===== config.mk =====
export PLATFORM = sky130hd
export DESIGN_NAME = sfla_ctrl
export DESIGN_NICKNAME = d
export VERILOG_FILES = /design/src/rtl/assert_macros.svh /design/src/rtl/sfla_pkg.sv /design/src/rtl/sfla_ctrl.sv
export SDC_FILE = /design/constraint.sdc
export NUM_CORES = 1
export LEC_CHECK = 0
export ABC_AREA = 1
export BUFFER_PORTS_ARGS = -buffer_cell sky130_fd_sc_hd__buf_4
export CORE_AREA = 5 5 42 44
export DETAILED_ROUTE_END_ITERATION = 7
export DIE_AREA = 0 0 47 49
export HOLD_SLACK_MARGIN = 0.12
export PLACE_DENSITY_LB_ADDON = 0.08
export SYNTH_ARGS = -nofsm -noshare
export SYNTH_HDL_FRONTEND = slang
export SYNTH_SLANG_ARGS = --single-unit

===== constraint.sdc =====
create_clock -name clk_i -period 2.4 [get_ports clk_i]
set_input_delay 0.12 -clock clk_i [delete_from_list [all_inputs] [get_ports clk_i]]
set_output_delay 0.12 -clock clk_i [all_outputs]
set_load 0.03 [all_outputs]

===== src/rtl/assert_macros.svh =====
// Assertion helpers used by the datapath RTL file.
`ifndef ASSERT_MACROS_SVH
`define ASSERT_MACROS_SVH
`ifndef SYNTHESIS
`define SFLA_ASSERT(lbl, clk, rstn, prop, msg) \
  lbl: assert property (@(posedge clk) disable iff (!rstn) prop) else $error(msg);
`define SFLA_ASSERT_ALWAYS(lbl, clk, prop, msg) \
  lbl: assert property (@(posedge clk) prop) else $error(msg);
`else
`define SFLA_ASSERT(lbl, clk, rstn, prop, msg)
`define SFLA_ASSERT_ALWAYS(lbl, clk, prop, msg)
`endif
`endif


===== src/rtl/sfla_pkg.sv =====
`timescale 1ns / 1ps
package sfla_pkg;
  localparam int unsigned SEGMENTS      = 2;
  localparam int unsigned BIG_SIZE      = 20;
  localparam int unsigned SEGMENT_WORDS = 65536;
  localparam int unsigned MIN_CHUNK     = 2;

  localparam int unsigned LOC_W     = 16;
  localparam int unsigned SEG_W     = 1;
  localparam int unsigned SEGI_W    = (SEGMENTS > 1) ? $clog2(SEGMENTS) : 1;
  localparam int unsigned LISTS     = BIG_SIZE + 1;
  localparam int unsigned HEADS     = SEGMENTS * LISTS;
  localparam int unsigned HEAD_AW   = $clog2(HEADS);
  localparam int unsigned HEAP_AW   = SEGI_W + LOC_W;
  localparam int unsigned HEAP_DEPTH = 1 << HEAP_AW;
  localparam int unsigned K_W       = $clog2(BIG_SIZE + 1);
  localparam int unsigned STEP_W    = $clog2(SEGMENT_WORDS + 1);

  localparam logic FUNC_ALLOC = 1'b0;
  localparam logic FUNC_FREE  = 1'b1;

  typedef enum logic [3:0] {
    OP_NONE,
    OP_LOAD,
    OP_PUSH_RDH,
    OP_PUSH_WSZ,
    OP_PUSH_WLK,
    OP_RD_HEAD,
    OP_TAKE_HEAD,
    OP_NEXT_LIST,
    OP_RD_SIZE,
    OP_RD_NEXT,
    OP_UNLINK,
    OP_ADVANCE,
    OP_RESP
  } dp_op_e;

  typedef struct packed {
    dp_op_e op;
  } dp_cmd_t;

  typedef struct packed {
    logic is_free;
    logic free_bad;
    logic walk_end;
    logic last_list;
    logic fit;
    logic split;
    logic out_busy;
  } dp_stat_t;
endpackage


===== src/rtl/sfla_ctrl.sv =====
`timescale 1ns / 1ps
module sfla_ctrl import sfla_pkg::*; (
  input  logic     clk_i,
  input  logic     rst_ni,
  input  logic     req_valid_i,
  output logic     req_ready_o,
  input  logic     rsp_ready_i,
  input  dp_stat_t stat_i,
  output dp_cmd_t  cmd_o
);
  typedef enum logic [3:0] {
    S_IDLE, S_DISPATCH, S_PUSH_RDH, S_PUSH_WSZ, S_PUSH_WLK,
    S_LIST_RDH, S_LIST_GETH, S_WALK_CHK, S_WALK_RDN, S_WALK_FIT, S_RESP
  } state_e;

  state_e state_q, state_d;

  always_comb begin
    state_d   = state_q;
    cmd_o.op  = OP_NONE;
    case (state_q)
      S_IDLE: begin
        if (req_valid_i) begin
          cmd_o.op = OP_LOAD;
          state_d  = S_DISPATCH;
        end
      end
      S_DISPATCH: begin
        if (stat_i.is_free) begin
          state_d = stat_i.free_bad ? S_RESP : S_PUSH_RDH;
        end else begin
          state_d = S_LIST_RDH;
        end
      end
      S_PUSH_RDH: begin
        cmd_o.op = OP_PUSH_RDH;
        state_d  = S_PUSH_WSZ;
      end
      S_PUSH_WSZ: begin
        cmd_o.op = OP_PUSH_WSZ;
        state_d  = S_PUSH_WLK;
      end
      S_PUSH_WLK: begin
        cmd_o.op = OP_PUSH_WLK;
        state_d  = S_RESP;
      end
      S_LIST_RDH: begin
        cmd_o.op = OP_RD_HEAD;
        state_d  = S_LIST_GETH;
      end
      S_LIST_GETH: begin
        cmd_o.op = OP_TAKE_HEAD;
        state_d  = S_WALK_CHK;
      end
      S_WALK_CHK: begin
        if (stat_i.walk_end) begin
          if (stat_i.last_list) begin
            state_d = S_RESP;
          end else begin
            cmd_o.op = OP_NEXT_LIST;
            state_d  = S_LIST_RDH;
          end
        end else begin
          cmd_o.op = OP_RD_SIZE;
          state_d  = S_WALK_RDN;
        end
      end
      S_WALK_RDN: begin
        cmd_o.op = OP_RD_NEXT;
        state_d  = S_WALK_FIT;
      end
      S_WALK_FIT: begin
        if (stat_i.fit) begin
          cmd_o.op = OP_UNLINK;
          state_d  = stat_i.split ? S_PUSH_RDH : S_RESP;
        end else begin
          cmd_o.op = OP_ADVANCE;
          state_d  = S_WALK_CHK;
        end
      end
      S_RESP: begin
        if (!stat_i.out_busy || rsp_ready_i) begin
          cmd_o.op = OP_RESP;
          state_d  = S_IDLE;
        end
      end
      default: state_d = S_IDLE;
    endcase
  end

  assign req_ready_o = (state_q == S_IDLE);

  always_ff @(posedge clk_i or negedge rst_ni) begin
    if (!rst_ni) begin
      state_q <= S_IDLE;
    end else begin
      state_q <= state_d;
    end
  end
endmodule


==> results of run 1 <==
==> layout by cell type (no fill, tap or decap), drive strengths merged <==
cell type | synthesis | final
buf | 0 | 15
nand3 | 6 | 6
a22oi | 1 | 1
nand2 | 16 | 16
nor2 | 14 | 14
inv | 10 | 10
o211ai | 1 | 1
o21ai | 4 | 4
nand4 | 5 | 5
dfrtp | 4 | 4
clkbuf | 0 | 3
dlygate4sd3 | 0 | 1
a21oi | 2 | 2
nand3b | 1 | 1
==> cell families (layout without fill, tap and decap cells) <==
logic type	after synthesis	count (layout)	share of synthesized area, %
AOI/OAI and AO/OA	8	8	11.5
DFF	4	4	23.7
buffers and inverters	10	29	8.87
and+or+nand+nor	42	42	55.9
==> routing by layer <==
metal  part of all wire, %  track usage, %  vias up
met3                   6.9            2.21        2
li1                      -               -      252
met2                    47            16.3       18
met4                   1.1            8.29        0
met5                     0               0        -
met1                    45            16.2      186
==> power by group <==
part	switching [mW]	internal [mW]	leakage [nW]
Sequential	0.0458	0.0992	0.0503
Combinational	0.351	0.197	0.228
Clock	0.0293	0.0560	0.0138
Total	0.427	0.352	0.293
==> through the flow <==
stage	std cells	hold slack (ns)	setup slack [ns]	cell area [µm²]
after floorplan	64	-0.176	1.06	423
after global placement	95	-0.0795	1.03	556
after detailed placement	95	-0.0786	1.04	556
after CTS	99	0.140	0.790	588
after global routing	99	0.177	0.711	588
final	99	0.140	0.789	588
==> tightest hold or removal path: stages <==
cell and delay (ns):
buf_4 0.10, nand2_1 0.05, nand4_1 0.07
==> final cells by class <==
type	instances	area share, %
tap	16	3.40
sequential	4	17.0
clock buffer	3	3.83
timing repair buffer	16	20.9
inverter	10	6.38
multi-input combinational	50	48.5
==> worst paths after layout <==
check                              to  slack [ns]  cells past startpoint
max                          cmd_o[0]        0.79                      6
min                        state_q[3]        0.14                      3
max reg2reg                state_q[0]        1.20                      5
min reg2reg                state_q[1]        0.72                      3
max in group asynchronous  state_q[1]        2.08                      2
min in group asynchronous  state_q[3]        0.22                      2
==> reports/qor.log, run 1 <==
[job] Max Cap Viol 0
[critical_path] data arrival time of the critical path 1.49 ns
[critical_path] required time at the endpoint of the critical path 2.28 ns
[logic_synthesis] number of enable flip-flop cells after synthesis 0
[die] Core Footprint 1400 µm²
[routing] DRC Markers 0
[timing] final hold viol count 0
[finish] # fillers 160
[timing] setup TNS after final layout 0 ns
[power] areal power density over the cells 1320 nW/µm²
[timing] RSZ-0062 raised after global routing false
[finish] nets@finish 96
[die] floorplan die area 2300 µm²
[finish] Final Util 42.0%
[worst_hold_path] start point of the worst hold path stat_i[2]
[placement] RD Place Congestion 0.764
[logic_synthesis] register bit count reported by yosys 4
[critical_path] WS Path Type flip-flop to output port
[logic_synthesis] Syn Std Cell Area 423 µm²
[logic_synthesis] fraction of registers with async set or reset after synthesis 100%
[critical_path] reg-to-reg critical path startpoint state_q[1]
[routing] drt pass-1 iters 4
[critical_path] ordered cell list for the critical path nor2_2, inv_2, nor2_1, a21oi_1, nand4_1, buf_4
[logic_synthesis] count of cell types in the netlist 18
[critical_path] nature of the critical path startpoint flip-flop
[critical_path] Crit. End Element output port
[finish] synthesis-to-layout area growth 39.1%
[global_routing] via count of the first global-routing pass 486
[finish] max FFs per register 4
[timing] maximum frequency from static timing analysis 0.621 GHz
[global_routing] pin count of the biggest net entering global routing 8
[die] Cell Rows 14
[power] static leakage power 0.293 nW
[cts] clock input transition at the sequential cells of the worst setup and hold paths 0.04 ns
[routing] vias per std cell 4.63
[cts] H-tree level count 1
[critical_path] highest net fanout along the worst path 5
[finish] number of diodes added for antenna fixing 0
[logic_synthesis] share of the yosys chip area belonging to registers 23.7%
[global_routing] All-Layer GR Usage 11.9%
[placement] IO buf count 15
[critical_path] total buffers and inverters traversed by the critical path 2
[critical_path] delay of the slowest critical-path stage 0.43 ns
[logic_synthesis] top-count cell post-synth nand2_1
[cts] # Post-CTS Setup Buffers 0
[placement] Detail Placement HPWL 958 µm
[timing] final setup violating endpoints 0
[die] floorplan die height 49 µm
[timing] Max Transition Viols Final 0
[timing] Worst slew margin 84.5%
[die] Initial Utilization 30.2%
[logic_synthesis] most instantiated cells after synthesis nand2_1 (14), inv_2 (6), nor2_1 (6)
[cts] CTS Buf Count 3
[routing] routed via count 458
[timing] final worst path period need 1.61 ns
[finish] biggest regs state_q (4)
[cts] hold buffer count at CTS 1
[routing] ANT nets after route 0
[cts] count of instances resized after the clock tree is built 0
[power] Power Total 779 µW
[critical_path] crit path launch state_q[2]
[logic_synthesis] total number of yosys warnings 0
[finish] fraction of final layout cells sized beyond drive strength 1 43.4%
[logic_synthesis] area share of the largest cell type after synthesis 23.7%
[cts] CTS tree done
[finish] footprint of the flip-flops and latches 100 µm²
[routing] detailed-route wire length per cell 11.5 µm
[cts] clock latency at the later pin of the worst-skew pair 0.24 ns
[finish] Multi-input gate area 285 µm²
[global_routing] Remaining Overflow, GRT 0
[logic_synthesis] top cells by area, synth dfrtp_1 (24%), nor2_4 (13%), nand2_1 (12%)
[global_routing] initial antenna violation count 0
[power] maximum VDD drop 0.720 mV
[routing] initial detailed-routing violation count 8
[cts] count of clock tree sinks 4
[worst_hold_path] Hold Path Class input port to flip-flop
[logic_synthesis] post-synthesis net count 75
[logic_synthesis] cell type contributing the most total cell area after synthesis dfrtp_1
[cts] buffer type at the clock tree root clkbuf_4
[die] Boundary Pins 16
[critical_path] cell class contributing the biggest share of worst-path delay simple AND/OR/NAND/NOR gates
[timing] Least-Margin Pin Slew 0.233 ns
[critical_path] CP max stage cell dfrtp_1
[run_status] status completed
[cts] Clock Tree Buf Depth 2
[logic_synthesis] per-instance average area after synthesis 6.61 µm²
[logic_synthesis] Mapped Cells 64
[die] chip width 47 µm
[timing] period utilization 67.1%
[finish] largest register by flop count state_q
[logic_synthesis] dominant synthesized flop cell dfrtp_1
[timing] clock skew after layout 0.000802 ns
[global_routing] global-route wire length before repair 1.97 mm
[routing] final WL 1.13 mm
(Power assumes the default switching activity.)
==> inputs of run 2 (changes only) <==
--- a/config.mk
+++ b/config.mk
@@ -5,7 +5,7 @@
 export SDC_FILE = /design/constraint.sdc
 export NUM_CORES = 1
 export LEC_CHECK = 0
-export ABC_AREA = 1
+export ABC_AREA = 0
 export BUFFER_PORTS_ARGS = -buffer_cell sky130_fd_sc_hd__buf_4
 export CORE_AREA = 5 5 42 44
 export DETAILED_ROUTE_END_ITERATION = 7
==> constraint.sdc (replaced) <==
create_clock -name clk_i -period 1.45 [get_ports clk_i]
set_input_delay 0.0725 -clock clk_i [delete_from_list [all_inputs] [get_ports clk_i]]
set_output_delay 0.0725 -clock clk_i [all_outputs]
set_load 0.03 [all_outputs]
==> run 2 against run 1 <==
Compared with the run above:
- the flow now finishes with violations (setup timing)
- critical endpoint is now cmd_o[3]
- final cell count grew 9.1%
- first-iteration DRC count decreased by 50%
- die area did not move
- highest routed layer unchanged
- largest cell class unchanged
- area after synthesis rose by 6.2%
==> reports/qor.log, run 2 <==
[logic_synthesis] share of the synthesized area in compound gates (AO/OA/AOI/OAI) 35.7% [was 11.5%]
[logic_synthesis] top cells by area, synth dfrtp_1 (22%), nand2_1 (5.8%), nor4_2 (5.6%) [was dfrtp_1 (24%), nor2_4 (13%), nand2_1 (12%)]
[finish] Final Util 58.3% [was 42.0%]
[logic_synthesis] Mapped Cells 59 [was 64]
[power] static leakage power 0.360 nW [was 0.293 nW]
[placement] cell count after placement 91 [was 95]
[cts] count of clock tree sinks 4 [unchanged]
[logic_synthesis] most instantiated cells after synthesis nand2_1 (7), nor2_1 (5), o21ai_0 (5) [was nand2_1 (14), inv_2 (6), nor2_1 (6)]
[logic_synthesis] count of cell types in the netlist 29 [was 18]
[routing] DRC Markers 0 [unchanged]
[logic_synthesis] dominant combinational cell family by area after synthesis compound AO/OA/AOI/OAI gates [was simple AND/OR/NAND/NOR gates]
[routing] routed via count 580 [was 458]
[logic_synthesis] share of synthesized cell area in and, or, nand and nor gates 33.4% [was 55.9%]
[timing] Least-Margin Pin Slew 0.284 ns [was 0.233 ns]
[finish] max FFs per register 4 [unchanged]
[placement] RD Place Congestion 0.766 [was 0.764]
[routing] detailed-route wire length per cell 14.2 µm [was 11.5 µm]
[die] floorplan die height 49 µm [unchanged]
[routing] ANT nets after route 0 [unchanged]
[critical_path] ordered cell list for the critical path buf_6, and2b_2, nand3_2, o22ai_2, buf_6 [was nor2_2, inv_2, nor2_1, a21oi_1, nand4_1, buf_4]
[finish] biggest regs state_q (4) [unchanged]
[cts] CTS tree done [unchanged]
[cts] CTS Buf Count 3 [unchanged]
[critical_path] delay of the slowest critical-path stage 0.43 ns [about the same]
[logic_synthesis] register bit count reported by yosys 4 [unchanged]
[die] Initial Utilization 32.1% [was 30.2%]
[timing] Max Transition Viols Final 0 [unchanged]
[timing] clock skew after layout 0.00392 ns [was 0.000802 ns]
[finish] largest register by flop count state_q [unchanged]
[global_routing] global-route wire length before repair 2.35 mm [was 1.97 mm]
[routing] drt pass-1 iters 4 [unchanged]
[job] Max Cap Viol 0 [unchanged]
[routing] final WL 1.54 mm [was 1.13 mm]
[logic_synthesis] total number of yosys warnings 0 [unchanged]
[timing] final setup violating endpoints 4 [was 0]
[global_routing] All-Layer GR Usage 13.9% [was 11.9%]
[critical_path] WS Path Type flip-flop to output port [unchanged]
[run_status] status finished, violations left [was completed]
[power] areal power density over the cells 2210 nW/µm² [was 1320 nW/µm²]
[finish] synthesis-to-layout area growth 81.9% [was 39.1%]
[logic_synthesis] top-count cell post-synth nand2_1 [unchanged]
[power] maximum VDD drop 0.945 mV [was 0.720 mV]
[global_routing] initial antenna violation count 0 [unchanged]
[die] Boundary Pins 16 [unchanged]
[cts] H-tree level count 1 [unchanged]
[finish] most common library cell in the layout ignoring fill and taps buf_4 [unchanged]
[critical_path] data arrival time of the critical path 1.45 ns [was 1.49 ns]
[timing] setup TNS after final layout -0.175 ns [was 0 ns]
[critical_path] cell class contributing the biggest share of worst-path delay flip-flops [was simple AND/OR/NAND/NOR gates]
[placement] placed instance area 608 µm² [was 556 µm²]
[global_routing] Remaining Overflow, GRT 0 [unchanged]
[cts] clock input transition at the sequential cells of the worst setup and hold paths 0.04 ns [about the same]
[finish] # fillers 134 [was 160]
[die] chip width 47 µm [unchanged]
[finish] highest-count cells in the layout ignoring fill and taps buf_4 (23), nand2_1 (7), buf_6 (7) [was buf_4 (15), nand2_1 (14), inv_2 (6), nor2_1 (6)]
[logic_synthesis] fraction of registers with async set or reset after synthesis 100% [unchanged]
[critical_path] required time at the endpoint of the critical path 1.38 ns [was 2.28 ns]
[cts] clock latency at the later pin of the worst-skew pair 0.24 ns [about the same]
[global_routing] via count of the first global-routing pass 530 [was 486]
[critical_path] CP max stage cell dfrtp_2 [was dfrtp_1]
[logic_synthesis] dominant synthesized flop cell dfrtp_1 [unchanged]
[timing] RSZ-0062 raised after global routing true [was false]
[cts] buffer type at the clock tree root clkbuf_4 [unchanged]
[finish] final design instance area without fill 817 µm² [was 588 µm²]
[die] Core Footprint 1400 µm² [unchanged]
[worst_hold_path] hold-critical path depth 3 [unchanged]
[logic_synthesis] mux share of post-synthesis cell area 0% [unchanged]
[critical_path] highest net fanout along the worst path 4 [was 5]
[timing] Worst slew margin 80.8% [was 84.5%]
[critical_path] Crit. End Element output port [unchanged]
[timing] final hold viol count 0 [unchanged]
[placement] worst slack at placement 0.0635 ns [was 1.04 ns]
[global_routing] pin count of the biggest net entering global routing 11 [was 8]
[critical_path] number of cells traversed by the worst register-to-register path 5 [unchanged]
[critical_path] total buffers and inverters traversed by the critical path 2 [unchanged]
[logic_synthesis] area share of the largest cell type after synthesis 22.3% [was 23.7%]
[timing] maximum frequency from static timing analysis 0.658 GHz
[critical_path] critical path depth in cells 5 [was 6]
[critical_path] cell occurring most often along the worst timing path buf_6
[logic_synthesis] arithmetic-cell share of the synthesized area counting full adders, half adders and majority gates 0% [unchanged]
[logic_synthesis] per-instance average area after synthesis 7.61 µm² [was 6.61 µm²]
[logic_synthesis] cell type contributing the most total cell area after synthesis dfrtp_1 [unchanged]
[cts] Clock Tree Buf Depth 2 [unchanged]
[timing] final worst path period need 1.52 ns
[logic_synthesis] post-synthesis net count 70 [was 75]
[placement] IO buf count 15 [unchanged]
[timing] period utilization 105%
[finish] number of diodes added for antenna fixing 0 [unchanged]
[logic_synthesis] Post-Synth XOR/XNOR Area 0% [unchanged]
[routing] initial detailed-routing violation count 4 [was 8]
[finish] nets@finish 105 [was 96]
[worst_hold_path] Hold Path Class input port to flip-flop [unchanged]
[run_status] violations in the final reports setup timing
[timing] final worst slack -0.0700 ns [was 0.789 ns]
[routing] vias per std cell 5.37 [was 4.63]
[critical_path] nature of the critical path startpoint flip-flop [unchanged]
[finish] fraction of final layout cells sized beyond drive strength 1 53.3% [was 43.4%]
[logic_synthesis] Syn Std Cell Area 449 µm² [was 423 µm²]
[die] Cell Rows 14 [unchanged]
[logic_synthesis] share of the yosys chip area belonging to registers 22.3% [was 23.7%]
[die] floorplan die area 2300 µm² [unchanged]
[placement] Detail Placement HPWL 1.01 mm [was 958 µm]
[finish] Final Non-Filler Cells 108 [was 99]
[logic_synthesis] number of enable flip-flop cells after synthesis 0 [unchanged]
## run 2: changes by cell type after synthesis, moves of 4 or more
cell	previous run	this run
nand2_1	14	7
nor2_4	5	0
nand4_1	5	0
buf_2	0	4
inv_2	6	0
## run 2: repair_timing
item	4_1_cts	5_1_grt
endpoints found under the setup margin	5	7
hold buffers	5	0
pin swaps	1	6
gates resized for setup	5	17
hold endpoints to repair	7	0
setup buffers	7	3
## run 2: metal layers
layer / global-route usage, % / part of all wire [%] / vias up
li1: - / - / 291
met2: 22.4 / 52 / 14
met4: 5.53 / 1.0 / 0
met1: 18.2 / 42 / 271
met5: 0 / 0 / -
met3: 1.48 / 4.6 / 4
## run 2: worst paths after layout
| kind | from | end | slack, ns |
|---|---|---|---|
| setup / recovery | state_q[3] | cmd_o[3] | -0.07 |
| hold / removal | stat_i[1] | state_q[3] | 0.12 |
| min in group asynchronous | rst_ni | state_q[0] | 0.17 |
| hold reg to reg | state_q[0] | state_q[1] | 0.75 |
| setup reg to reg | state_q[3] | state_q[0] | 0.05 |
| max in group asynchronous | rst_ni | state_q[1] | 1.16 |
## run 2: kinds of logic (layout without fill, tap and decap cells)
logic type	Yosys count	after routing
DFF	4	4
buffers and inverters	8	41
and+or+nand+nor	26	26
AOI/OAI and AO/OA	21	21
## run 2: where the power goes
part	switching (mW)	leakage (nW)	internal (mW)
clock network	0.0493	0.0138	0.0928
logic	0.720	0.300	0.678
registers	0.0971	0.0465	0.172
total	0.866	0.360	0.942
## run 2: stage by stage
step                      hold WS [ns]  power [mW]
after global routing             0.162        1.93
after CTS                        0.122        1.60
final                            0.124        1.81
after detailed placement        -0.127        1.32
after global placement          -0.126        1.33
after floorplan                 -0.223       0.990
## run 2: area by class of cell
type | count | area [µm²] | area share, %
Tap cell | 16 | 20.0 | 2.45
Inverter | 3 | 11.3 | 1.38
Sequential cell | 4 | 104 | 12.7
Clock buffer | 3 | 22.5 | 2.76
Multi-Input combinational cell | 47 | 358 | 43.8
Timing Repair Buffer | 35 | 302 | 36.9
## run 2: worst register-to-register path: cells and delay by family, from the launching register on
family | cells | cell delay (ns)
AO/OA/AOI/OAI | 2 | 0.34
buffers and inverters | 2 | 0.25
flip-flops | 1 | 0.43
AND/OR/NAND/NOR | 1 | 0.28
==> inputs of run 3 (changes only) <==
--- a/config.mk
+++ b/config.mk
@@ -8,6 +8,7 @@
 export ABC_AREA = 0
 export BUFFER_PORTS_ARGS = -buffer_cell sky130_fd_sc_hd__buf_4
 export CORE_AREA = 5 5 42 44
+export CTS_BUF_LIST = sky130_fd_sc_hd__clkbuf_8
 export DETAILED_ROUTE_END_ITERATION = 7
 export DIE_AREA = 0 0 47 49
 export HOLD_SLACK_MARGIN = 0.12
==> run 3 against run 2 <==
Compared with the run above:
- the run now ends clean
- highest routed layer unchanged
- clock skew up 0.0018 ns
- worst hold slack better by 0.0071 ns
- non-clock buffer count decreased by 3
- critical path type unchanged
==> reports/qor.log, run 3 (synthesized netlist as in run 2, its figures left out) <==
[placement] placed instance area 608 µm² [unchanged]
[finish] max FFs per register 4 [unchanged]
[finish] final design instance area without fill 801 µm² [was 817 µm²]
[finish] Final Util 57.1% [was 58.3%]
[timing] clock skew after layout 0.00573 ns [was 0.00392 ns]
[critical_path] data arrival time of the critical path 1.36 ns [was 1.45 ns]
[finish] biggest regs state_q (4) [unchanged]
[timing] Least-Margin Pin Slew 0.281 ns [was 0.284 ns]
[global_routing] initial antenna violation count 0 [unchanged]
[critical_path] critical path depth in cells 4 [was 5]
[finish] number of diodes added for antenna fixing 0 [unchanged]
[routing] initial detailed-routing violation count 8 [was 4]
[worst_hold_path] start point of the worst hold path req_valid_i [was stat_i[1]]
[job] Max Cap Viol 0 [unchanged]
[placement] Detail Placement HPWL 1.01 mm [unchanged]
[timing] final hold viol count 0 [unchanged]
[routing] drt pass-1 iters 4 [unchanged]
[die] Boundary Pins 16 [unchanged]
[global_routing] pin count of the biggest net entering global routing 11 [unchanged]
[cts] H-tree level count 1 [unchanged]
[cts] clock latency at the later pin of the worst-skew pair 0.22 ns [was 0.24 ns]
[finish] nets@finish 102 [was 105]
[timing] final worst path period need 1.43 ns [was 1.52 ns]
[routing] vias per std cell 5.44 [was 5.37]
[critical_path] delay of the slowest critical-path stage 0.43 ns [about the same]
[finish] synthesis-to-layout area growth 78.3% [was 81.9%]
[global_routing] Remaining Overflow, GRT 0 [unchanged]
[timing] Worst slew margin 81.0% [was 80.8%]
[critical_path] ordered cell list for the critical path or2b_1, nor2_2, a32o_2, buf_6 [was buf_6, and2b_2, nand3_2, o22ai_2, buf_6]
[power] static leakage power 0.358 nW [was 0.360 nW]
[critical_path] reg-to-reg critical path startpoint state_q[3] [unchanged]
[placement] IO buf count 15 [unchanged]
[routing] DRC Markers 0 [unchanged]
[cts] CTS tree done [unchanged]
[global_routing] via count of the first global-routing pass 501 [was 530]
[die] floorplan die area 2300 µm² [unchanged]
[die] Core Footprint 1400 µm² [unchanged]
[timing] RSZ-0062 raised after global routing true [unchanged]
[global_routing] All-Layer GR Usage 14.0% [was 13.9%]
[cts] Clock Tree Buf Depth 2 [unchanged]
[die] Initial Utilization 32.1% [unchanged]
[die] Cell Rows 14 [unchanged]
[routing] ANT nets after route 0 [unchanged]
[finish] fraction of final layout cells sized beyond drive strength 1 57.3% [was 53.3%]
[finish] highest-count cells in the layout ignoring fill and taps buf_4 (26), nand2_1 (7), o21ai_0 (4), buf_6 (4) [was buf_4 (23), nand2_1 (7), buf_6 (7)]
[critical_path] nature of the critical path startpoint flip-flop [unchanged]
[critical_path] crit path launch state_q[3] [unchanged]
[critical_path] number of cells traversed by the worst register-to-register path 4 [was 5]
[timing] maximum frequency from static timing analysis 0.697 GHz [was 0.658 GHz]
[critical_path] CP max stage cell dfrtp_2 [unchanged]
[power] areal power density over the cells 2340 nW/µm² [was 2210 nW/µm²]
[timing] final setup violating endpoints 0 [was 4]
[power] maximum VDD drop 0.848 mV [was 0.945 mV]
[finish] # fillers 134 [unchanged]
[critical_path] cell class contributing the biggest share of worst-path delay flip-flops [unchanged]
[cts] buffer type at the clock tree root clkbuf_8 [was clkbuf_4]
[timing] period utilization 99.0% [was 105%]
[finish] most common library cell in the layout ignoring fill and taps buf_4 [unchanged]
[critical_path] WS Path Type flip-flop to output port [unchanged]
[global_routing] global-route wire length before repair 2.23 mm [was 2.35 mm]
[worst_hold_path] Hold Path Class input port to flip-flop [unchanged]
[routing] detailed-route wire length per cell 13.4 µm [was 14.2 µm]
[finish] largest register by flop count state_q [unchanged]
[routing] routed via count 571 [was 580]
[timing] setup TNS after final layout 0 ns [was -0.175 ns]
[routing] final WL 1.41 mm [was 1.54 mm]
[timing] Max Transition Viols Final 0 [unchanged]
[critical_path] highest net fanout along the worst path 8 [was 4]
[die] chip width 47 µm [unchanged]
[critical_path] total buffers and inverters traversed by the critical path 1 [was 2]
[critical_path] setup slack of the most critical reg-to-reg path 0.11 ns [was 0.05 ns]
[worst_hold_path] hold-critical path depth 3 [unchanged]
[run_status] status completed [was finished, violations left]
[placement] RD Place Congestion 0.766 [unchanged]
[critical_path] required time at the endpoint of the critical path 1.38 ns [about the same]
[cts] clock input transition at the sequential cells of the worst setup and hold paths 0.03 ns [was 0.04 ns]
[cts] CTS Buf Count 3 [unchanged]
[cts] count of clock tree sinks 4 [unchanged]
[critical_path] Crit. End Element output port [unchanged]
[die] floorplan die height 49 µm [unchanged]
-- run 3: cell count changes in the layout (fill, tap and decap cells not counted), moves of 3 or more --
| cell | previous run | this run |
|---|---|---|
| clkbuf_4 | 3 | 0 |
| clkbuf_8 | 0 | 3 |
| dlygate4sd3_1 | 5 | 2 |
| buf_6 | 7 | 4 |
| buf_4 | 23 | 26 |
-- run 3: final timing paths --
| path | endpoint |
|---|---|
| max | cmd_o[2] |
| min | state_q[0] |
| max reg2reg | state_q[0] |
| min reg2reg | state_q[1] |
| max in group asynchronous | state_q[1] |
| min in group asynchronous | state_q[0] |
-- run 3: worst reg2reg max path, stage by stage (launching register included) --
cell and delay [ns]:
dfrtp_2 0.45, buf_4 0.17, nor4_4 0.29, a32oi_2 0.11
a221oi_2 0.23
-- run 3: what timing repair did --
item	CTS	global route
hold buffers	2	0
setup buffers	6	3
endpoints found under the setup margin	5	6
cloned	0	0
gates resized for setup	5	15
pin swaps	1	3
hold endpoints to repair	5	0
-- run 3: metal layers --
layer / vias to the layer above / global-route usage [%] / routed length [µm]
li1: 284 / - / -
met1: 269 / 17.4 / 608
met2: 13 / 20.1 / 698
met3: 5 / 3.69 / 64
met4: 0 / 9.68 / 40
met5: - / 0 / 0
-- run 3: where the power goes --
part           switching, mW  internal [mW]
clock network         0.0603          0.177
registers              0.103          0.172
logic                  0.694          0.666
-- run 3: layout make-up --
type | count | area [µm²] | share of cell area, %
Sequential cell | 4 | 104 | 13.0
Multi-Input combinational cell | 47 | 364 | 45.5
Timing Repair Buffer | 32 | 260 | 32.5
Tap cell | 16 | 20.0 | 2.50
Inverter | 3 | 11.3 | 1.41
Clock buffer | 3 | 41.3 | 5.16
-- run 3: metrics by stage --
stage	hold slack [ns]	worst slack (ns)	total power, mW	std cells
6_report	0.131	0.0152	1.87	105
3_5_place_dp	-0.127	0.0635	1.32	91
4_1_cts	0.124	-0.0243	1.68	102
5_1_grt	0.147	-0.0504	2.00	105
3_3_place_gp	-0.126	0.0741	1.33	91
2_1_floorplan	-0.223	0.0114	0.990	59
